**src/rtl/core/ip_range_classifier_unit_assert.svh**
```systemverilog
// Assertion macros shared by the range classifier RTL.
`ifndef IP_RANGE_CLASSIFIER_UNIT_ASSERT_SVH
`define IP_RANGE_CLASSIFIER_UNIT_ASSERT_SVH

// Same-cycle implication, disabled while reset is asserted.
`define IPRC_ASSERT_IMPL(label, clk, rst_n, ante, cons) \
    label: assert property (@(posedge clk) disable iff (!(rst_n)) (ante) |-> (cons)) \
        else $error("iprc assertion failed (same cycle)");

// Next-cycle implication, disabled while reset is asserted.
`define IPRC_ASSERT_NEXT(label, clk, rst_n, ante, cons) \
    label: assert property (@(posedge clk) disable iff (!(rst_n)) (ante) |=> (cons)) \
        else $error("iprc assertion failed (next cycle)");

`endif

```
**src/rtl/core/iprc_pkg.sv**
```systemverilog
// Types and constants shared by the range classifier modules.
`default_nettype none

package iprc_pkg;

    // Action codes carried on the input transaction.
    localparam logic [1:0] ACT_EXPLICIT = 2'd0;
    localparam logic [1:0] ACT_PREFIX   = 2'd1;
    localparam logic [1:0] ACT_LOOKUP   = 2'd2;

    typedef enum logic [2:0] {
        ST_MATCHED = 3'd0,
        ST_DEFAULT = 3'd1,
        ST_DROPPED = 3'd2,
        ST_STORED  = 3'd3,
        ST_FULL    = 3'd4
    } t_status;

    typedef enum logic [1:0] {
        S_IDLE,
        S_SCAN,
        S_COMMIT
    } t_state;

    // One stored range.
    typedef struct packed {
        logic [31:0] start;
        logic [31:0] last;
        logic [3:0]  dest;
    } t_entry;

    // Outcome of a table scan, as seen by the sequencer.
    typedef struct packed {
        logic       found;
        logic       in_range;
        logic [3:0] route;
        logic       hit;
    } t_scan_res;

endpackage

`default_nettype wire

```
**src/rtl/core/iprc_table.sv**
```systemverilog
// Range table storage: one write port and one registered read port.
`default_nettype none

module iprc_table #(
    parameter int DEPTH = 64,
    parameter int AW    = 6
) (
    input  wire logic                  i_clk,
    input  wire logic                  i_wr_en,
    input  wire logic [AW-1:0]         i_wr_addr,
    input  wire iprc_pkg::t_entry      i_wr_data,
    input  wire logic                  i_rd_en,
    input  wire logic [AW-1:0]         i_rd_addr,
    output iprc_pkg::t_entry           o_rd_data
);

    iprc_pkg::t_entry r_mem [DEPTH];
    iprc_pkg::t_entry r_rd_data;

    always_ff @(posedge i_clk) begin
        if (i_wr_en) begin
            r_mem[i_wr_addr] <= i_wr_data;
        end
    end

    always_ff @(posedge i_clk) begin
        if (i_rd_en) begin
            r_rd_data <= r_mem[i_rd_addr];
        end
    end

    assign o_rd_data = r_rd_data;

endmodule

`default_nettype wire

```
**src/rtl/core/iprc_scan.sv**
```systemverilog
// Shared compare unit that walks table entries one per cycle.
`default_nettype none

module iprc_scan #(
    parameter int AW = 6
) (
    input  wire logic                  i_clk,
    input  wire logic                  i_rst_n,
    input  wire logic                  i_clear,
    input  wire logic                  i_lookup,
    input  wire logic [31:0]           i_key,
    input  wire logic                  i_pend,
    input  wire logic [AW-1:0]         i_pend_idx,
    input  wire iprc_pkg::t_entry      i_entry,
    output iprc_pkg::t_scan_res        o_res,
    output logic [AW-1:0]              o_hit_idx
);

    logic          r_found, n_found;
    logic [31:0]   r_best_start, n_best_start;
    logic [31:0]   r_best_last, n_best_last;
    logic [3:0]    r_best_dest, n_best_dest;
    logic          r_hit, n_hit;
    logic [AW-1:0] r_hit_idx, n_hit_idx;

    always_comb begin
        n_found      = r_found;
        n_best_start = r_best_start;
        n_best_last  = r_best_last;
        n_best_dest  = r_best_dest;
        n_hit        = r_hit;
        n_hit_idx    = r_hit_idx;
        if (i_clear) begin
            n_found = 1'b0;
            n_hit   = 1'b0;
        end else if (i_pend) begin
            if (i_lookup) begin
                // Greatest start not above the key; the first of equals wins.
                if ((i_entry.start <= i_key) &&
                    (!r_found || (i_entry.start > r_best_start))) begin
                    n_found      = 1'b1;
                    n_best_start = i_entry.start;
                    n_best_last  = i_entry.last;
                    n_best_dest  = i_entry.dest;
                end
            end else if ((i_entry.start == i_key) && !r_hit) begin
                n_hit     = 1'b1;
                n_hit_idx = i_pend_idx;
            end
        end
    end

    always_ff @(posedge i_clk) begin
        if (!i_rst_n) begin
            r_found <= 1'b0;
            r_hit   <= 1'b0;
        end else begin
            r_found <= n_found;
            r_hit   <= n_hit;
        end
    end

    always_ff @(posedge i_clk) begin
        r_best_start <= n_best_start;
        r_best_last  <= n_best_last;
        r_best_dest  <= n_best_dest;
        r_hit_idx    <= n_hit_idx;
    end

    assign o_res.found    = r_found;
    assign o_res.in_range = (i_key <= r_best_last);
    assign o_res.route    = r_best_dest;
    assign o_res.hit      = r_hit;
    assign o_hit_idx      = r_hit_idx;

endmodule

`default_nettype wire

```
**src/rtl/core/ip_range_classifier_unit.sv**
```systemverilog
// Top level of the IPv4 address range classifier.
// Usage: one input transaction carries an action (explicit insert, prefix insert or lookup),
// an address, a range end, a prefix length and a destination. Each input transaction gives
// exactly one output transaction with a status and a route.
// Both channels use valid and stall; a transaction completes on a clock edge with valid high
// and stall low. The input stall is high while an item is being worked on.
// An item with a zero address skips the scan and goes straight to the commit step.
// Any other item walks the filled part of the table, one entry per cycle through the single
// table read port and the shared compare unit, then commits its result. One item is in work
// at a time and the sequencer returns to idle before it takes the next, so a new item is
// taken only once the last one has committed its result.
// Reset (synchronous, active low) empties the table at once by clearing its fill count and
// drops any result that has not been taken. No clearing pass is needed.
// While the receiver stalls, the finished result is held in the output register and a new
// item is still accepted; that item waits at its final step until the register is free.
`default_nettype none

`include "ip_range_classifier_unit_assert.svh"

module ip_range_classifier_unit #(
    parameter int TABLE_ENTRIES = 64,
    parameter int DESTINATIONS  = 16
) (
    input  wire logic        i_clk,
    input  wire logic        i_rst_n,
    input  wire logic        i_in_valid,
    output logic             o_in_stall,
    input  wire logic [1:0]  i_action,
    input  wire logic [31:0] i_address,
    input  wire logic [31:0] i_range_last,
    input  wire logic [5:0]  i_prefix_length,
    input  wire logic [3:0]  i_destination,
    output logic             o_out_valid,
    input  wire logic        i_out_stall,
    output logic [2:0]       o_status,
    output logic [3:0]       o_route
);

    localparam int AW = $clog2(TABLE_ENTRIES);
    localparam int CW = $clog2(TABLE_ENTRIES + 1);
    localparam logic [CW-1:0] CntMax    = CW'(TABLE_ENTRIES);
    localparam logic [8:0]    DestLimit = 9'(DESTINATIONS);
    localparam logic [3:0]    DestSat   = 4'(DESTINATIONS - 1);

    iprc_pkg::t_state    r_state, n_state;
    logic [CW-1:0]       r_idx, n_idx;
    logic                r_pend;
    logic [AW-1:0]       r_pend_idx;
    logic [CW-1:0]       r_count, n_count;
    logic                r_lookup, r_zero;
    logic [31:0]         r_addr, r_last;
    logic [3:0]          r_dest;
    logic                r_out_valid, n_out_valid;
    iprc_pkg::t_status   r_status, n_status;
    logic [3:0]          r_route, n_route;

    logic                accept;
    logic                rd_en;
    logic                out_free;
    logic                load;
    logic                wr_en;
    logic [AW-1:0]       wr_addr;
    iprc_pkg::t_entry    wr_data;
    iprc_pkg::t_entry    rd_data;
    iprc_pkg::t_scan_res scan_res;
    logic [AW-1:0]       hit_idx;
    logic                in_lookup;
    logic [31:0]         in_last;
    logic [3:0]          in_dest;

    // An input transaction completes whenever the sequencer is idle.
    assign o_in_stall = (r_state != iprc_pkg::S_IDLE);
    assign accept     = i_in_valid && !o_in_stall;

    // Action code three behaves as a lookup.
    assign in_lookup = !((i_action == iprc_pkg::ACT_EXPLICIT) ||
                         (i_action == iprc_pkg::ACT_PREFIX));

    // A prefix range ends at start + 2^(32 - len) - 1, modulo 2^32. Shifting the all-ones
    // mask gives the size less one directly, and lengths of 32 and above shift it to zero.
    assign in_last = (i_action == iprc_pkg::ACT_PREFIX)
                   ? (i_address + (32'hFFFF_FFFF >> i_prefix_length))
                   : i_range_last;

    // Destinations beyond the configured count saturate to the highest one.
    assign in_dest = ({5'd0, i_destination} >= DestLimit) ? DestSat : i_destination;

    // One table entry is read per cycle while scanning the filled part of the table.
    assign rd_en = (r_state == iprc_pkg::S_SCAN) && (r_idx < r_count);

    assign out_free = !r_out_valid || !i_out_stall;
    assign load     = (r_state == iprc_pkg::S_COMMIT) && out_free;

    // Inserts overwrite the entry with the same start, else take the next free slot.
    // Slots are never freed, so the valid entries are always the first r_count ones.
    assign wr_en   = load && !r_zero && !r_lookup && (scan_res.hit || (r_count < CntMax));
    assign wr_addr = scan_res.hit ? hit_idx : r_count[AW-1:0];
    assign wr_data = '{start: r_addr, last: r_last, dest: r_dest};

    iprc_table #(
        .DEPTH (TABLE_ENTRIES),
        .AW    (AW)
    ) u_table (
        .i_clk     (i_clk),
        .i_wr_en   (wr_en),
        .i_wr_addr (wr_addr),
        .i_wr_data (wr_data),
        .i_rd_en   (rd_en),
        .i_rd_addr (r_idx[AW-1:0]),
        .o_rd_data (rd_data)
    );

    iprc_scan #(
        .AW (AW)
    ) u_scan (
        .i_clk      (i_clk),
        .i_rst_n    (i_rst_n),
        .i_clear    (accept),
        .i_lookup   (r_lookup),
        .i_key      (r_addr),
        .i_pend     (r_pend),
        .i_pend_idx (r_pend_idx),
        .i_entry    (rd_data),
        .o_res      (scan_res),
        .o_hit_idx  (hit_idx)
    );

    // Sequencer: idle, scan the table (skipped for a zero address), then commit the result and any table write.
    always_comb begin
        n_state     = r_state;
        n_idx       = r_idx;
        n_count     = r_count;
        n_out_valid = r_out_valid;
        n_status    = r_status;
        n_route     = r_route;

        if (r_out_valid && !i_out_stall) begin
            n_out_valid = 1'b0;
        end

        unique case (r_state)
            iprc_pkg::S_IDLE: begin
                if (accept) begin
                    n_idx = '0;
                    // A zero address needs no scan: lookups drop, inserts are not kept.
                    n_state = (i_address == 32'd0) ? iprc_pkg::S_COMMIT : iprc_pkg::S_SCAN;
                end
            end
            iprc_pkg::S_SCAN: begin
                if (rd_en) begin
                    n_idx = r_idx + CW'(1);
                end else if (!r_pend) begin
                    // Last read data has been compared; scan results are settled.
                    n_state = iprc_pkg::S_COMMIT;
                end
            end
            iprc_pkg::S_COMMIT: begin
                if (out_free) begin
                    n_out_valid = 1'b1;
                    n_route     = 4'd0;
                    if (r_zero) begin
                        n_status = r_lookup ? iprc_pkg::ST_DROPPED : iprc_pkg::ST_STORED;
                    end else if (r_lookup) begin
                        if (scan_res.found && scan_res.in_range) begin
                            n_status = iprc_pkg::ST_MATCHED;
                            n_route  = scan_res.route;
                        end else begin
                            n_status = iprc_pkg::ST_DEFAULT;
                        end
                    end else if (scan_res.hit) begin
                        n_status = iprc_pkg::ST_STORED;
                    end else if (r_count < CntMax) begin
                        n_status = iprc_pkg::ST_STORED;
                        n_count  = r_count + CW'(1);
                    end else begin
                        n_status = iprc_pkg::ST_FULL;
                    end
                    n_state = iprc_pkg::S_IDLE;
                end
            end
            default: begin
                n_state = iprc_pkg::S_IDLE;
            end
        endcase
    end

    always_ff @(posedge i_clk) begin
        if (!i_rst_n) begin
            r_state     <= iprc_pkg::S_IDLE;
            r_idx       <= '0;
            r_pend      <= 1'b0;
            r_count     <= '0;
            r_out_valid <= 1'b0;
        end else begin
            r_state     <= n_state;
            r_idx       <= n_idx;
            r_pend      <= rd_en;
            r_count     <= n_count;
            r_out_valid <= n_out_valid;
        end
    end

    // Payload registers: item fields held for the whole scan, and the result.
    always_ff @(posedge i_clk) begin
        r_pend_idx <= r_idx[AW-1:0];
        r_status   <= n_status;
        r_route    <= n_route;
        if (accept) begin
            r_lookup <= in_lookup;
            r_zero   <= (i_address == 32'd0);
            r_addr   <= i_address;
            r_last   <= in_last;
            r_dest   <= in_dest;
        end
    end

    assign o_out_valid = r_out_valid;
    assign o_status    = r_status;
    assign o_route     = r_route;

    // The fill count never passes the table size.
    `IPRC_ASSERT_IMPL(a_count_bound, i_clk, i_rst_n, 1'b1, r_count <= CntMax)

    // The table grows by at most one entry per cycle.
    `IPRC_ASSERT_IMPL(a_count_step, i_clk, i_rst_n, 1'b1,
        (r_count == $past(r_count)) || (r_count == ($past(r_count) + CW'(1))))

    // An accepted transaction always leaves the sequencer busy in the next cycle.
    `IPRC_ASSERT_NEXT(a_busy_after_accept, i_clk, i_rst_n, accept, o_in_stall)

    // Only a match carries a route.
    `IPRC_ASSERT_IMPL(a_route_zero, i_clk, i_rst_n,
        o_out_valid && (o_status != iprc_pkg::ST_MATCHED), o_route == 4'd0)

endmodule

`default_nettype wire

```
**config.mk**
```make
export PLATFORM = sky130hd
export DESIGN_NAME = ip_range_classifier_unit
export DESIGN_NICKNAME = d
export VERILOG_FILES = /design/src/rtl/core/iprc_pkg.sv /design/src/rtl/core/iprc_table.sv /design/src/rtl/core/iprc_scan.sv /design/src/rtl/core/ip_range_classifier_unit.sv
export VERILOG_INCLUDE_DIRS = /design/src /design/src/rtl/core
export SDC_FILE = /design/constraint.sdc
export NUM_CORES = 2
export LEC_CHECK = 0
export BUFFER_PORTS_ARGS = -buffer_cell sky130_fd_sc_hd__clkbuf_2
export CORE_MARGIN = 4
export CORE_UTILIZATION = 55
export CTS_BUF_LIST = sky130_fd_sc_hd__clkbuf_16
export CTS_CLUSTER_SIZE = 20
export DETAILED_ROUTE_END_ITERATION = 10
export PLACE_DENSITY = 0.69
export SLEW_MARGIN = 0
export SYNTH_ARGS = -nofsm -noshare
export SYNTH_HDL_FRONTEND = slang
export SYNTH_MEMORY_MAX_BITS = 65536
export SYNTH_SLANG_ARGS = --single-unit
```
**constraint.sdc**
```tcl
create_clock -name i_clk -period 17.65 [get_ports i_clk]
set_clock_uncertainty 0.15 [all_clocks]
set_input_delay 1.765 -clock i_clk [delete_from_list [all_inputs] [get_ports i_clk]]
set_output_delay 1.765 -clock i_clk [all_outputs]
set_load 0.02 [all_outputs]
```
=== After elaboration in Yosys (flattened, before gate mapping) ===
Memories as Yosys holds them, arrays and structs flattened. A register that Yosys moved wholly into a read port is not among the register bits.
Cells that the tools add are included.

* Add/subtract/negate cells: 3
* Bitwise logic cells: 6
* Equality and inequality tests: 9
* Multiply operators: 0
* Magnitude comparators: 5
* Multiplexer cells: 22
* Reductions and logical operators: 37
* Div/mod/pow operators: 0
* Shift-type cells: 1

{| class="wikitable"
|+ Operators with widths
! cell !! number
|-
| $le A32 B32 Y1 || 2
|-
| $add A32 B32 Y32 || 1
|-
| $eq A32 B32 Y1 || 1
|-
| $gt A32 B32 Y1 || 1
|-
| $logic_not A32 Y1 || 1
|-
| $mux W32 || 1
|-
| $shr A32 B6 Y32 const A || 1
|-
| $add A7 B1 Y7 const B || 2
|-
| $mux W7 || 2
|-
| $pmux W7 S2 || 1
|-
| $mux W3 || 4
|-
| $reduce_and A4 Y1 || 3
|-
| $logic_and A1 B1 Y1 || 10
|-
| $mux W2 || 5
|-
| $ne A2 B2 Y1 const B || 5
|-
| $reduce_and A3 Y1 || 3
|-
| $logic_not A1 Y1 || 8
|-
| $lt A7 B7 Y1 || 1
|-
| $lt A7 B7 Y1 const B || 1
|-
| $mux W1 || 7
|-
| $mux W6 || 1
|-
| $not A1 Y1 || 6
|-
| $pmux W2 S3 || 1
|-
| $reduce_and A6 Y1 || 1
|-
| other kinds (8) || 14
|}

* Word-level logic and storage cells: 103
* Register bits after elaboration: 177
* Bits in writable memories: 4352
* Bits in latches: 0
* Memories: 1
* Output and inout bits: 9
* Memory bits (read-only): 0
* Input bits: 80

{| class="wikitable"
|+ Memory list
! memory !! depth !! width !! read ports !! clocked after Yosys merged registers in !! write ports !! line !! text
|-
| u_table.r_mem || 64 || 68 || 1 || 1 || 1 || iprc_table.sv:17 || <nowiki>iprc_pkg::t_entry r_mem [DEPTH];</nowiki>
|}

=== Longest topological paths before layout ===
* Depth in word-level cells: 8
* Mapped depth: 14
* Mapped depth without buffers: 13

=== By module ===
A second synthesis with hierarchy kept.

* Cells, all modules: 8152
* Area total of the unflattened synthesis: 177177.4 um2

{| class="wikitable"
|+ Modules (own cells, without submodules)
! module !! area each (um2) !! times used !! seq. area each (um2) !! cells each
|-
| iprc_table || 166195.6 || 1 || 132727.3 || 7077
|-
| ip_range_classifier_unit || 6190.9 || 1 || 2792.7 || 640
|-
| iprc_scan || 4790.8 || 1 || 2262.2 || 435
|}

=== Least setup slack after synthesis ===
No wires, ideal clock.

* Kind: in2reg
* Start point: in i_in_valid
* End point: reg u_scan.r_best_dest[0], enable pin
* Cell stages on the path: 3
* Path slack: 3.269 ns
* Arrival: 13.373 ns
* Cells stage by stage: inv_1 -> nor2_1 -> a2111oi_0

* Longest elaborated chain between the ends: 3

{| class="wikitable"
|+ Ends and longest elaborated chain
! what !! line !! text
|-
| start, declared || ip_range_classifier_unit.sv:26 || <nowiki>input wire logic i_in_valid,</nowiki>
|-
| $logic_and A1 B1 Y1 || ip_range_classifier_unit.sv:73 || <nowiki>assign accept = i_in_valid && !o_in_stall;</nowiki>
|-
| net accept || ip_range_classifier_unit.sv:57 || <nowiki>logic accept;</nowiki>
|-
| $not A1 Y1 (no source line) || n/a ||
|-
| $reduce_and A4 Y1 (no source line) || n/a ||
|-
| end signal, assigned || iprc_scan.sv:66 || <nowiki>r_best_dest <= n_best_dest;</nowiki>
|-
| end, declared || iprc_scan.sv:22 || <nowiki>logic [3:0] r_best_dest, n_best_dest;</nowiki>
|}

The timed path passes the listed nets, and every way through them passes these cells.
A chain may end at the register's enable or synchronous reset.

=== Worst setup path in the final report ===
* Start point: reg r_idx[0]
* End point: reg u_table.o_rd_data[60] (netlist name)

* Longest elaborated chain between the ends: 2

{| class="wikitable"
|+ Ends and longest elaborated chain
! what !! line !! text
|-
| start, declared || ip_range_classifier_unit.sv:46 || <nowiki>logic [CW-1:0] r_idx, n_idx;</nowiki>
|-
| start signal, assigned || ip_range_classifier_unit.sv:196 || <nowiki>r_idx <= n_idx;</nowiki>
|-
| $lt A7 B7 Y1 || ip_range_classifier_unit.sv:89 || <nowiki>assign rd_en = (r_state == iprc_pkg::S_SCAN) && (r_idx < r_count);</nowiki>
|-
| $logic_and A1 B1 Y1 || ip_range_classifier_unit.sv:89 ||
|}

Parallel ways exist; a longest one is shown, timed or not.

==> results.sh <==
export IMPL_firstDrtPassIters=6
export IMPL_drt_initial_drc_count=14000
export IMPL_nFillCells=21300
export IMPL_cts_htree_levels=5
export IMPL_synth_top_cells_by_count="edfxtp_1 (4571), mux4_2 (1428), clkbuf_1 (217), ha_1 (135), inv_1 (128)"
export IMPL_cpMostUsedCell="buf_4"
export IMPL_synth_edff_count=4571
export IMPL_cap_viol_max_count=0
export IMPL_chipWidth_um=576
export IMPL_grt_pass1_wl_um=664000
export IMPL_drive_gt1_frac=0.310
export IMPL_wl_met2_um=225000
export IMPL_pwr_density_cell_nw_per_um2=114
export IMPL_wl_um=475000
export IMPL_wl_met1_um=177000
export IMPL_synth_main_ff_cell="edfxtp_1"
export IMPL_slowest_delay_ps=1070
export IMPL_hp_class="reg2reg"
export IMPL_num_io_pins=89
export IMPL_cts_root_buffer="clkbuf_16"
export IMPL_area_growth_pct=12.0
export IMPL_synthArstFlopShare=0
export IMPL_top_layer="met5"
export IMPL_cts_setup_buffers=0
export IMPL_r2r_cells=7
export IMPL_tns_ps=0
export IMPL_coreArea_um2=321000
export IMPL_min_period_ps=6550
export IMPL_regArea_um2=138000
export IMPL_p_int_mw=17.9
export IMPL_ctsHoldBuffers=0
export IMPL_synthDistinctLibCells=54
export IMPL_fin_crit_sh=0.371
export IMPL_reg2reg_from="r_idx[0]"
export IMPL_fin_ws_ps=11100
export IMPL_clock_sinks=4597
export IMPL_crit_fanout=51
export IMPL_p_clk_frac=0.410
export IMPL_cp_end_kind="flop"
export IMPL_drt_antenna_violating_nets=0
export IMPL_cts_tree="yes"
export IMPL_synthCells=7292
export IMPL_netlist_area_um2=177000
export IMPL_synth_top_area_frac=0.774
export IMPL_dp_hpwl_um=257000
export IMPL_drc_errors=0
export IMPL_die_area_um2=332000
export IMPL_startpoint_type="flop"
export IMPL_antenna_found_initial=36
export IMPL_clk_latency_ps=980
export IMPL_synth_area_leader_cell="edfxtp_1"
export IMPL_grt_ovfl_total=0
export IMPL_place_ws_ps=10920
export IMPL_setup_viol=0
export IMPL_numCtsBuffers=442
export IMPL_rows=208
export IMPL_yosysMostFrequentCell="edfxtp_1"
export IMPL_p_leak_nw=60.9
export IMPL_via_count=85000
export IMPL_crit_chain="buf_4 > buf_4 > buf_4 > buf_4 > mux4_2 > mux4_2 > mux4_2"
export IMPL_rr_endpoint="u_table.o_rd_data[60]"
export IMPL_initial_utilization=0.552
export IMPL_syn_nets=7508
export IMPL_comb_power_share=0.055
export IMPL_post_route_util=0.618
export IMPL_grt_pass1_vias=84000
export IMPL_crit_path_start="r_idx[0]"
export IMPL_p_seq_frac=0.536
export IMPL_vias_per_cell=6.84
export IMPL_gp_congestion=0.927
export IMPL_ys_seq_area_frac=0.777
export IMPL_rsz0062_at_grt="false"
export IMPL_cts_clk_slew_worst_paths_ps=60
export IMPL_maxSlewHeadroom=0.163
export IMPL_cts_resized=0
export IMPL_switching_share=0.211
export IMPL_die_h_um=576
export IMPL_syn_avg_cell_area_um2=24.3
export IMPL_status="completed"
export IMPL_multi_input_area_um2=38100
export IMPL_cp_slowest_cell="dfxtp_4"
export IMPL_grt_max_degree=142
export IMPL_wl_per_cell_um=38.2
export IMPL_path_class="reg2reg"
export IMPL_grt_total_usage=0.288
export IMPL_tightest_slew_ps=1250
export IMPL_arrival_ps=7100
export IMPL_hold_path_cell_count=0
export IMPL_nNetsFinal=7969
export IMPL_finalMaxSlewViolations=0
export IMPL_reg2reg_slack_ps=11100
export IMPL_portBuffers=88
export IMPL_ir_drop_uv=131
export IMPL_synthTopCellsByArea="edfxtp_1 (77%), mux4_2 (18%), ha_1 (0.95%)"
export IMPL_dr_wl_met3_um=50000
export IMPL_fmax_mhz=153
export IMPL_final_hold_viol_count=0
export IMPL_switchingPower_mw=4.79
export IMPL_cts_buffer_depth=4
export IMPL_crit_end="u_table.o_rd_data[60]"
export IMPL_critPathRequiredTime_ps=18200
export IMPL_yosysWarnings=0
export IMPL_yosys_register_bits=4597
[flip-flops by register name, indices dropped and copies added (netlist names), 2 cells and up]
register             count
o_route                  4
o_status                 3
r_addr                  32
r_count                  7
r_dest                   4
r_idx                    7
r_last                  32
r_pend_idx               6
r_state                  2
u_scan.o_hit_idx         6
u_scan.r_best_dest       4
u_scan.r_best_last      32
u_scan.r_best_start     32
u_table.o_rd_data       68
u_table.r_mem         4352
[cell type report]
cell class                      count  area share
Clock buffer                      447      0.0563
Antenna cell                       11    0.000139
Tap cell                         4305      0.0271
Inverter                          128     0.00242
Clock inverter                    360      0.0153
Timing Repair Buffer              364      0.0130
Sequential cell                  4597       0.694
Multi-Input combinational cell   2220       0.192
[cell families after synthesis]
group                    after synthesis  share of synthesized area
AND/OR/NAND/NOR                      335                    0.00904
XOR/XNOR                              24                    0.00119
adder cells (fa/ha/maj)              136                    0.00964
buffers and inverters                475                     0.0108
flip-flops                          4597                      0.777
multiplexers                        1429                      0.181
AO/OA/AOI/OAI                        296                     0.0108
[power groups by stage]
stage                     Clock [mW]  Combinational (mW)  Sequential [mW]
after floorplan                    0               0.729             12.5
after global placement             0                1.21             12.4
after detailed placement           0                1.25             12.4
after CTS                       9.40                1.25             12.2
after global routing            9.89                1.32             12.2
final                           9.30                1.24             12.2
[worst min path at each step]
stage | to | slack (ps) | start
after floorplan | r_pend_idx[2] | 200 | r_idx[2]
after global placement | u_scan.o_hit_idx[0] | 240 | r_pend_idx[0]
after detailed placement | u_scan.o_hit_idx[4] | 240 | r_pend_idx[4]
after CTS | u_scan.o_hit_idx[4] | 250 | r_pend_idx[4]
after global routing | u_scan.o_hit_idx[4] | 260 | r_pend_idx[4]
final | u_scan.o_hit_idx[4] | 260 | r_pend_idx[4]
[placed cells by master (no fill, tap or decap), types with 61 or more instances in the layout]
| master | n |
|---|---|
| a21o_1 | 61 |
| a21oi_1 | 74 |
| buf_4 | 270 |
| clkbuf_16 | 447 |
| clkbuf_2 | 88 |
| clkinv_1 | 101 |
| clkinv_2 | 106 |
| edfxtp_1 | 4571 |
| ha_1 | 135 |
| inv_1 | 197 |
| mux4_2 | 1428 |
| nand2_1 | 90 |
| nor2_4 | 65 |
[layer usage]
| layer | track usage | up-vias |
|---|---|---|
| li1 | - | 32600 |
| met5 | 0 | - |
| met2 | 0.440 | 5516 |
| met4 | 0.124 | 6 |
| met3 | 0.0504 | 932 |
| met1 | 0.417 | 46000 |
[worst max-delay path: cells and delay by family (launching register included)]
family	cells	cell delay (ps)
buffers and inverters	4	3290
flip-flops	1	1070
multiplexers	3	1580
[stage by stage]
stage,instances,hold slack (ps),total power [mW],instance area [um^2]
after floorplan,7292,204,13.3,177000
after global placement,11600,236,13.6,184000
after detailed placement,11600,240,13.6,184000
after CTS,12400,254,22.8,199000
after global routing,12400,259,23.4,199000
final,12400,257,22.7,199000
Power figures use the tool's default switching activity.
